==> src/rtl/sahd_pkg.sv <==
// Shared types and constants for the sound activity hysteresis detector.
// Used by sound_activity_hysteresis_detector_unit and its bench; no other dependencies.
`timescale 1ns / 1ps

package sahd_pkg;

  localparam int LEVEL_W   = 16;
  localparam int TIME_W    = 32;
  localparam int RUN_W     = 8;
  localparam int GRACE_W   = 16;
  localparam int CFG_IDX_W = 2;
  localparam int CFG_DAT_W = 16;
  localparam int IN_DATA_W = 64;   // mean, peak, time
  localparam int OUT_DATA_W = 40;  // 35 bits of fields, padded to whole bytes

  localparam logic [CFG_IDX_W-1:0] CFG_START_TH = 2'd0;
  localparam logic [CFG_IDX_W-1:0] CFG_STOP_TH  = 2'd1;
  localparam logic [CFG_IDX_W-1:0] CFG_DEBOUNCE = 2'd2;
  localparam logic [CFG_IDX_W-1:0] CFG_GRACE    = 2'd3;

  localparam logic [LEVEL_W-1:0] START_TH_RST = 16'd500;
  localparam logic [LEVEL_W-1:0] STOP_TH_RST  = 16'd300;
  localparam logic [RUN_W-1:0]   DEBOUNCE_RST = 8'd3;
  localparam logic [GRACE_W-1:0] GRACE_RST    = 16'd500;

  localparam logic [RUN_W-1:0] RUN_MAX = {RUN_W{1'b1}};

  typedef enum logic [1:0] {
    EDGE_NONE  = 2'd0,
    EDGE_START = 2'd1,
    EDGE_END   = 2'd2
  } edge_t;

  function automatic logic [RUN_W-1:0] run_inc(input logic [RUN_W-1:0] run);
    run_inc = (run == RUN_MAX) ? RUN_MAX : run + RUN_W'(1);
  endfunction

endpackage

==> src/rtl/sound_activity_hysteresis_detector_unit.sv <==
// Sound activity detector: level reports in, active flag and edge code out.
// Depends on sahd_pkg for widths, register indexes and edge codes.
// Throughput: one word per cycle unless out_tready holds back the result register;
//   input register, one pass of compares and counter updates, then the result register.
// Reset (rst_n low, synchronous): config takes its default values, the
//   active flag, stream-live flag, run counters and held levels clear.
`timescale 1ns / 1ps

module sound_activity_hysteresis_detector_unit (
  input  logic                              clk,
  input  logic                              rst_n,
  // input stream
  input  logic                              in_tvalid,
  output logic                              in_tready,
  input  logic [sahd_pkg::IN_DATA_W-1:0]    in_tdata,   // mean_level, peak_level, time_ms
  input  logic                              in_tuser,   // func
  // result stream
  output logic                              out_tvalid,
  input  logic                              out_tready,
  output logic [sahd_pkg::OUT_DATA_W-1:0]   out_tdata,  // sound_active, edge_res,
                                                        // last_mean, last_peak, zero pad
  // configuration writes
  input  logic                              cfg_valid,
  output logic                              cfg_ready,
  input  logic [sahd_pkg::CFG_IDX_W-1:0]    cfg_index,
  input  logic [sahd_pkg::CFG_DAT_W-1:0]    cfg_data
);

  // configuration
  logic [sahd_pkg::LEVEL_W-1:0] start_th_r, stop_th_r;
  logic [sahd_pkg::RUN_W-1:0]   debounce_r;
  logic [sahd_pkg::GRACE_W-1:0] grace_r;

  // input register
  logic                         s1_valid_r;
  logic                         s1_func_r;
  logic [sahd_pkg::LEVEL_W-1:0] s1_mean_r, s1_peak_r;
  logic [sahd_pkg::TIME_W-1:0]  s1_time_r;

  // detector state
  logic                         active_r, active_nxt;
  logic                         live_r, live_nxt;
  logic [sahd_pkg::RUN_W-1:0]   loud_run_r, loud_run_nxt;
  logic [sahd_pkg::RUN_W-1:0]   quiet_run_r, quiet_run_nxt;
  logic [sahd_pkg::TIME_W-1:0]  win_start_r, win_start_nxt;
  logic [sahd_pkg::LEVEL_W-1:0] held_mean_r, held_mean_nxt;
  logic [sahd_pkg::LEVEL_W-1:0] held_peak_r, held_peak_nxt;
  sahd_pkg::edge_t              edge_nxt;

  // result register
  logic                         out_valid_r;
  sahd_pkg::edge_t              out_edge_r;
  logic                         out_active_r;
  logic [sahd_pkg::LEVEL_W-1:0] out_mean_r, out_peak_r;

  logic                         s1_adv;
  logic [sahd_pkg::RUN_W-1:0]   need;
  logic [sahd_pkg::TIME_W-1:0]  elapsed;

  assign cfg_ready  = 1'b1;
  assign s1_adv     = !out_valid_r || out_tready;
  assign in_tready  = !s1_valid_r || s1_adv;
  assign out_tvalid = out_valid_r;
  assign out_tdata  = {{(sahd_pkg::OUT_DATA_W - 35){1'b0}}, out_peak_r, out_mean_r,
                       out_edge_r, out_active_r};

  assign need = (debounce_r == '0) ? sahd_pkg::RUN_W'(1) : debounce_r;

  always_comb begin
    active_nxt    = active_r;
    live_nxt      = live_r;
    loud_run_nxt  = loud_run_r;
    quiet_run_nxt = quiet_run_r;
    win_start_nxt = win_start_r;
    held_mean_nxt = held_mean_r;
    held_peak_nxt = held_peak_r;
    edge_nxt      = sahd_pkg::EDGE_NONE;
    elapsed       = '0;
    if (s1_func_r) begin
      // pause: drop the runs and rearm the grace window
      live_nxt      = 1'b0;
      loud_run_nxt  = '0;
      quiet_run_nxt = '0;
    end else begin
      if (!live_r) begin
        // first report after reset or pause: silent forced drop
        live_nxt      = 1'b1;
        win_start_nxt = s1_time_r;
        loud_run_nxt  = '0;
        quiet_run_nxt = '0;
        active_nxt    = 1'b0;
      end
      elapsed = s1_time_r - win_start_nxt;
      if (!active_nxt) begin
        quiet_run_nxt = '0;
        loud_run_nxt  = (s1_mean_r >= start_th_r) ? sahd_pkg::run_inc(loud_run_nxt) : '0;
        if (elapsed >= {{(sahd_pkg::TIME_W - sahd_pkg::GRACE_W){1'b0}}, grace_r} &&
            loud_run_nxt >= need) begin
          active_nxt   = 1'b1;
          loud_run_nxt = '0;
          edge_nxt     = sahd_pkg::EDGE_START;
        end
      end else begin
        loud_run_nxt  = '0;
        quiet_run_nxt = (s1_mean_r <= stop_th_r) ? sahd_pkg::run_inc(quiet_run_nxt) : '0;
        if (quiet_run_nxt >= need) begin
          active_nxt    = 1'b0;
          quiet_run_nxt = '0;
          edge_nxt      = sahd_pkg::EDGE_END;
        end
      end
      held_mean_nxt = s1_mean_r;
      held_peak_nxt = s1_peak_r;
    end
  end

  always_ff @(posedge clk) begin
    if (!rst_n) begin
      start_th_r <= sahd_pkg::START_TH_RST;
      stop_th_r  <= sahd_pkg::STOP_TH_RST;
      debounce_r <= sahd_pkg::DEBOUNCE_RST;
      grace_r    <= sahd_pkg::GRACE_RST;
    end else if (cfg_valid && cfg_ready) begin
      case (cfg_index)
        sahd_pkg::CFG_START_TH: start_th_r <= cfg_data;
        sahd_pkg::CFG_STOP_TH:  stop_th_r  <= cfg_data;
        sahd_pkg::CFG_DEBOUNCE: debounce_r <= cfg_data[sahd_pkg::RUN_W-1:0];
        sahd_pkg::CFG_GRACE:    grace_r    <= cfg_data;
        default: ;
      endcase
    end
  end

  // input register: payload loads on every accepted word
  always_ff @(posedge clk) begin
    if (!rst_n) begin
      s1_valid_r <= 1'b0;
    end else if (in_tready) begin
      s1_valid_r <= in_tvalid;
    end
    if (in_tvalid && in_tready) begin
      s1_func_r <= in_tuser;
      s1_mean_r <= in_tdata[15:0];
      s1_peak_r <= in_tdata[31:16];
      s1_time_r <= in_tdata[63:32];
    end
  end

  // state and result register advance together
  always_ff @(posedge clk) begin
    if (!rst_n) begin
      active_r    <= 1'b0;
      live_r      <= 1'b0;
      loud_run_r  <= '0;
      quiet_run_r <= '0;
      win_start_r <= '0;
      held_mean_r <= '0;
      held_peak_r <= '0;
      out_valid_r <= 1'b0;
    end else begin
      if (s1_adv) begin
        out_valid_r <= s1_valid_r;
      end
      if (s1_adv && s1_valid_r) begin
        active_r    <= active_nxt;
        live_r      <= live_nxt;
        loud_run_r  <= loud_run_nxt;
        quiet_run_r <= quiet_run_nxt;
        win_start_r <= win_start_nxt;
        held_mean_r <= held_mean_nxt;
        held_peak_r <= held_peak_nxt;
      end
    end
    if (s1_adv && s1_valid_r) begin
      out_active_r <= active_nxt;
      out_edge_r   <= edge_nxt;
      out_mean_r   <= held_mean_nxt;
      out_peak_r   <= held_peak_nxt;
    end
  end

  a_start_active: assert property (@(posedge clk) disable iff (!rst_n)
    out_valid_r && out_edge_r == sahd_pkg::EDGE_START |-> out_active_r)
    else $error("start edge without active flag");

  a_end_inactive: assert property (@(posedge clk) disable iff (!rst_n)
    out_valid_r && out_edge_r == sahd_pkg::EDGE_END |-> !out_active_r)
    else $error("end edge with active flag");

  a_pause_no_edge: assert property (@(posedge clk) disable iff (!rst_n)
    s1_adv && s1_valid_r && s1_func_r |=> out_edge_r == sahd_pkg::EDGE_NONE && !live_r)
    else $error("pause produced an edge or left stream live");

  a_one_run: assert property (@(posedge clk) disable iff (!rst_n)
    loud_run_r == '0 || quiet_run_r == '0)
    else $error("loud and quiet runs both counting");

  a_hold_state: assert property (@(posedge clk) disable iff (!rst_n)
    !(s1_adv && s1_valid_r) |=> $stable(active_r) && $stable(loud_run_r)
                                && $stable(quiet_run_r))
    else $error("detector state moved without a word");

endmodule

==> config.mk <==
export PLATFORM = sky130hd
export DESIGN_NAME = sound_activity_hysteresis_detector_unit
export DESIGN_NICKNAME = d
export VERILOG_FILES = /design/src/rtl/sahd_pkg.sv /design/src/rtl/sound_activity_hysteresis_detector_unit.sv
export SDC_FILE = /design/constraint.sdc
export NUM_CORES = 1
export LEC_CHECK = 0
export BUFFER_PORTS_ARGS = -buffer_cell sky130_fd_sc_hd__buf_2
export CAP_MARGIN = 0
export CORE_ASPECT_RATIO = 0.8
export CORE_UTILIZATION = 55
export CTS_CLUSTER_DIAMETER = 40
export DETAILED_ROUTE_END_ITERATION = 8
export PLACE_DENSITY = 0.75
export SLEW_MARGIN = 20
export SYNTH_ARGS = -nofsm -noshare
export SYNTH_HDL_FRONTEND = slang
export SYNTH_SLANG_ARGS = --single-unit
==> constraint.sdc <==
create_clock -name clk -period 5.65 [get_ports clk]
set_input_delay 0.2825 -clock clk [delete_from_list [all_inputs] [get_ports clk]]
set_output_delay 0.2825 -clock clk [all_outputs]
set_load 0.01 [all_outputs]
==> flow_metrics.env <==
export IMPL_ys_ff_latch=240
export IMPL_dr_first_iter_drc_count=692
export IMPL_htreeDepth=1
export IMPL_drive_above_1_share=0.166
export IMPL_seq_area_um2=5810
export IMPL_clockBufferDepth=3
export IMPL_dp_cells=1720
export IMPL_crit_arrival_ns=5.42
export IMPL_num_rows=49
export IMPL_yosys_warnings=0
export IMPL_min_path_cells=3
export IMPL_period_share=0.879
export IMPL_io_buffers=124
export IMPL_worstMarginPinSlew_ns=0.848
export IMPL_p_leak_nw=5.98
export IMPL_viasPerCell=5.57
export IMPL_tns_ns=0
export IMPL_fmax_mhz=201
export IMPL_critPathMaxStageDelay_ns=0.64
export IMPL_total_power_mw=4.49
export IMPL_ir_drop_mv=0.226
export IMPL_p_sw_mw=1.21
export IMPL_p_int_mw=3.28
export IMPL_power_frac_clock=0.409
export IMPL_period_minus_slack_ns=4.96
export IMPL_setup_violations_final=0
export IMPL_synthesis_area_um2=12600
export IMPL_slew_headroom=0.434
export IMPL_clk_pin_slew_ns=0.06
export IMPL_vias=10274
export IMPL_synth_cell_types=68
export IMPL_swShare=0.270
export IMPL_drv_slew=0
export IMPL_tritoncts="done"
export IMPL_diodes=0
export IMPL_path_depth=20
export IMPL_io_pins=131
export IMPL_end_kind="flop"
export IMPL_wire_per_inst_um=16.2
export IMPL_synth_edf_count=100
export IMPL_antenna_found_initial=0
export IMPL_area_growth_pct=19.6
export IMPL_synth_area_leaders="edfxtp_1 24%, dfxtp_1 22%, ha_1 9.8%, nand2_1 6.7%, a21oi_1 5.2%"
export IMPL_multiInputGateArea_um2=6250
export IMPL_cp_top_family="simple AND/OR/NAND/NOR gates"
export IMPL_synth_largest_area_cell="edfxtp_1"
export IMPL_skew_ns=0.0174
export IMPL_crit_slowest_cell="nor4b_1"
export IMPL_numClockSinks=240
export IMPL_ant_nets=0
export IMPL_crit_buf_inv=2
export IMPL_drt_first_pass_iters=5
export IMPL_layout_nets=1703
export IMPL_synthArstFlopShare=0
export IMPL_die_area_um2=23500
export IMPL_cts_buffers=30
export IMPL_gp_congestion=0.875
export IMPL_seq_power_share=0.431
export IMPL_track_usage=0.254
export IMPL_die_w_um=171
export IMPL_ys_seq_area_frac=0.461
export IMPL_synth_commonest_cells="226 x nand2_1, 140 x dfxtp_1, 132 x a21oi_1, 100 x edfxtp_1"
export IMPL_final_hold_violation_count=0
export IMPL_clk_latency_ns=0.55
export IMPL_cts_root_buffer="clkbuf_16"
export IMPL_die_h_um=137
export IMPL_critPathKind="flop to flop"
export IMPL_layout_cells_non_filler=1845
export IMPL_finalWorstSetupSlack_ns=0.686
export IMPL_globalRoute_totalOverflow=0
export IMPL_status="completed"
export IMPL_grt_pass1_vias=9567
export IMPL_initial_core_util=0.560
export IMPL_synth_cells=1344
export IMPL_hold_path_class="input pin to flop"
export IMPL_rsz0062_at_grt="no"
export IMPL_cap_violations=0
export IMPL_p_comb_frac=0.160
export IMPL_synth_avg_cell_area_um2=9.38
export IMPL_drt_total_wl_um=29800
export IMPL_core_area_um2=22500
export IMPL_pre_cts_ws_ns=0.832
export IMPL_startpoint_type="flop"
export IMPL_synth_ff_type="dfxtp_1"
export IMPL_worstPathRequired_ns=6.10
export IMPL_grt_pass1_wl_um=47400
export IMPL_synth_top_area_frac=0.238
export IMPL_fin_util=0.670
export IMPL_worstPathCellList="buf_4 -> and2_1 -> ha_1 -> nand3_1 -> nor2_1 -> nand3_1 -> nor2_1 -> buf_4 -> nor2b_1 -> or2_2 -> ha_1 -> nand2b_1 -> a21o_1 -> a21o_1 -> a21oi_1 -> o21ai_0 -> o21ai_0 -> nor4b_1 -> nand2b_1 -> o221ai_1"
export IMPL_reg2regPathDepth=20
export IMPL_grt_max_degree=70
export IMPL_fillerInstances=1774
export IMPL_dp_hpwl_um=20300
export IMPL_yosysMostFrequentCell="nand2_1"
export IMPL_cp_max_fo=30
export IMPL_p_per_area_nw_per_um2=298
export IMPL_drc=0
==> routing by layer <==
layer | vias to the layer above | track usage | share of wire
li1 | 5116 | - | -
met1 | 4813 | 0.363 | 0.49
met2 | 304 | 0.402 | 0.43
met3 | 41 | 0.0362 | 0.059
met4 | 0 | 0.0645 | 0.019
met5 | - | 0 | 0
==> logic make-up after synthesis <==
group,Yosys count,synth area share
simple gates,448,0.155
buf+inv,140,0.0460
other cells,2,0.000596
compound gates,325,0.166
fa+ha+maj,100,0.0999
mux,65,0.0553
flops,240,0.461
xor+xnor,24,0.0167
==> worst paths after layout <==
kind                    from               to  slack (ns)
min reg2reg  held_peak_r[13]  held_peak_r[13]        0.45
min              cfg_data[1]    start_th_r[1]        0.01
max                   live_r   quiet_run_r[3]        0.69
max reg2reg           live_r   quiet_run_r[3]        0.69
==> cell type report <==
type	instances	share of cell area
clock buffer	37	0.0543
sequential	240	0.385
timing repair buffer	206	0.0935
clock inverter	19	0.00996
tap	306	0.0254
inverter	69	0.0172
multi-input combinational	968	0.415
==> flip-flops by register name, indices dropped and copies added, names as in the netlist <==
name          flops
out_active_r      1
out_tvalid        1
out_peak_r       16
out_mean_r       16
s1_time_r        32
s1_func_r         1
held_peak_r      16
stop_th_r        16
loud_run_r        8
out_edge_r        2
s1_mean_r        16
s1_peak_r        16
win_start_r      32
start_th_r       16
held_mean_r      16
quiet_run_r       8
s1_valid_r        1
active_r          1
grace_r          16
live_r            1
debounce_r        8
==> stage by stage <==
stage	instance area [µm²]	hold WS, ns
after floorplan	12600	0.381
after global placement	13400	0.433
after detailed placement	13400	0.438
after CTS	15100	0.000580
after global routing	15100	0.0139
final	15100	0.0149
==> worst min-delay path, cell delays in order <==
cell	delay, ns
buf_2	0.13
nand2_1	0.06
a21oi_1	0.05
==> power by group through the flow <==
| stage | clock network, mW | logic, mW | registers [mW] |
|---|---|---|---|
| floorplan | 0 | 0.493 | 1.96 |
| global placement | 0 | 0.653 | 1.97 |
| detailed placement | 0 | 0.669 | 1.97 |
| CTS | 1.87 | 0.711 | 1.93 |
| global route | 1.94 | 0.799 | 1.94 |
| finish | 1.84 | 0.718 | 1.93 |
==> cells in the final DEF (no fill, tap or decap), types with 8 or more instances in the layout <==
cell,instances
a211oi_1,35
a21o_1,23
a21oi_1,132
and3_1,8
buf_2,124
buf_4,13
clkbuf_16,31
dfxtp_1,139
dlygate4sd3_1,69
edfxtp_1,100
ha_1,99
inv_1,67
mux2_2,33
mux2i_1,31
nand2_1,226
nand2b_1,14
nand3_1,28
nand4_1,22
nor2_1,97
nor2b_1,10
nor3_1,13
o211ai_1,26
o21a_1,10
o21ai_0,42
xnor2_1,16
xor2_1,8
==> timing repair <==
action | 4_1_cts | 5_1_grt
gates resized for setup | 0 | 0
endpoints found under the hold margin | 71 | 0
hold buffers | 69 | 0
buffers inserted | 0 | 0
Power figures use the tool's default switching activity.
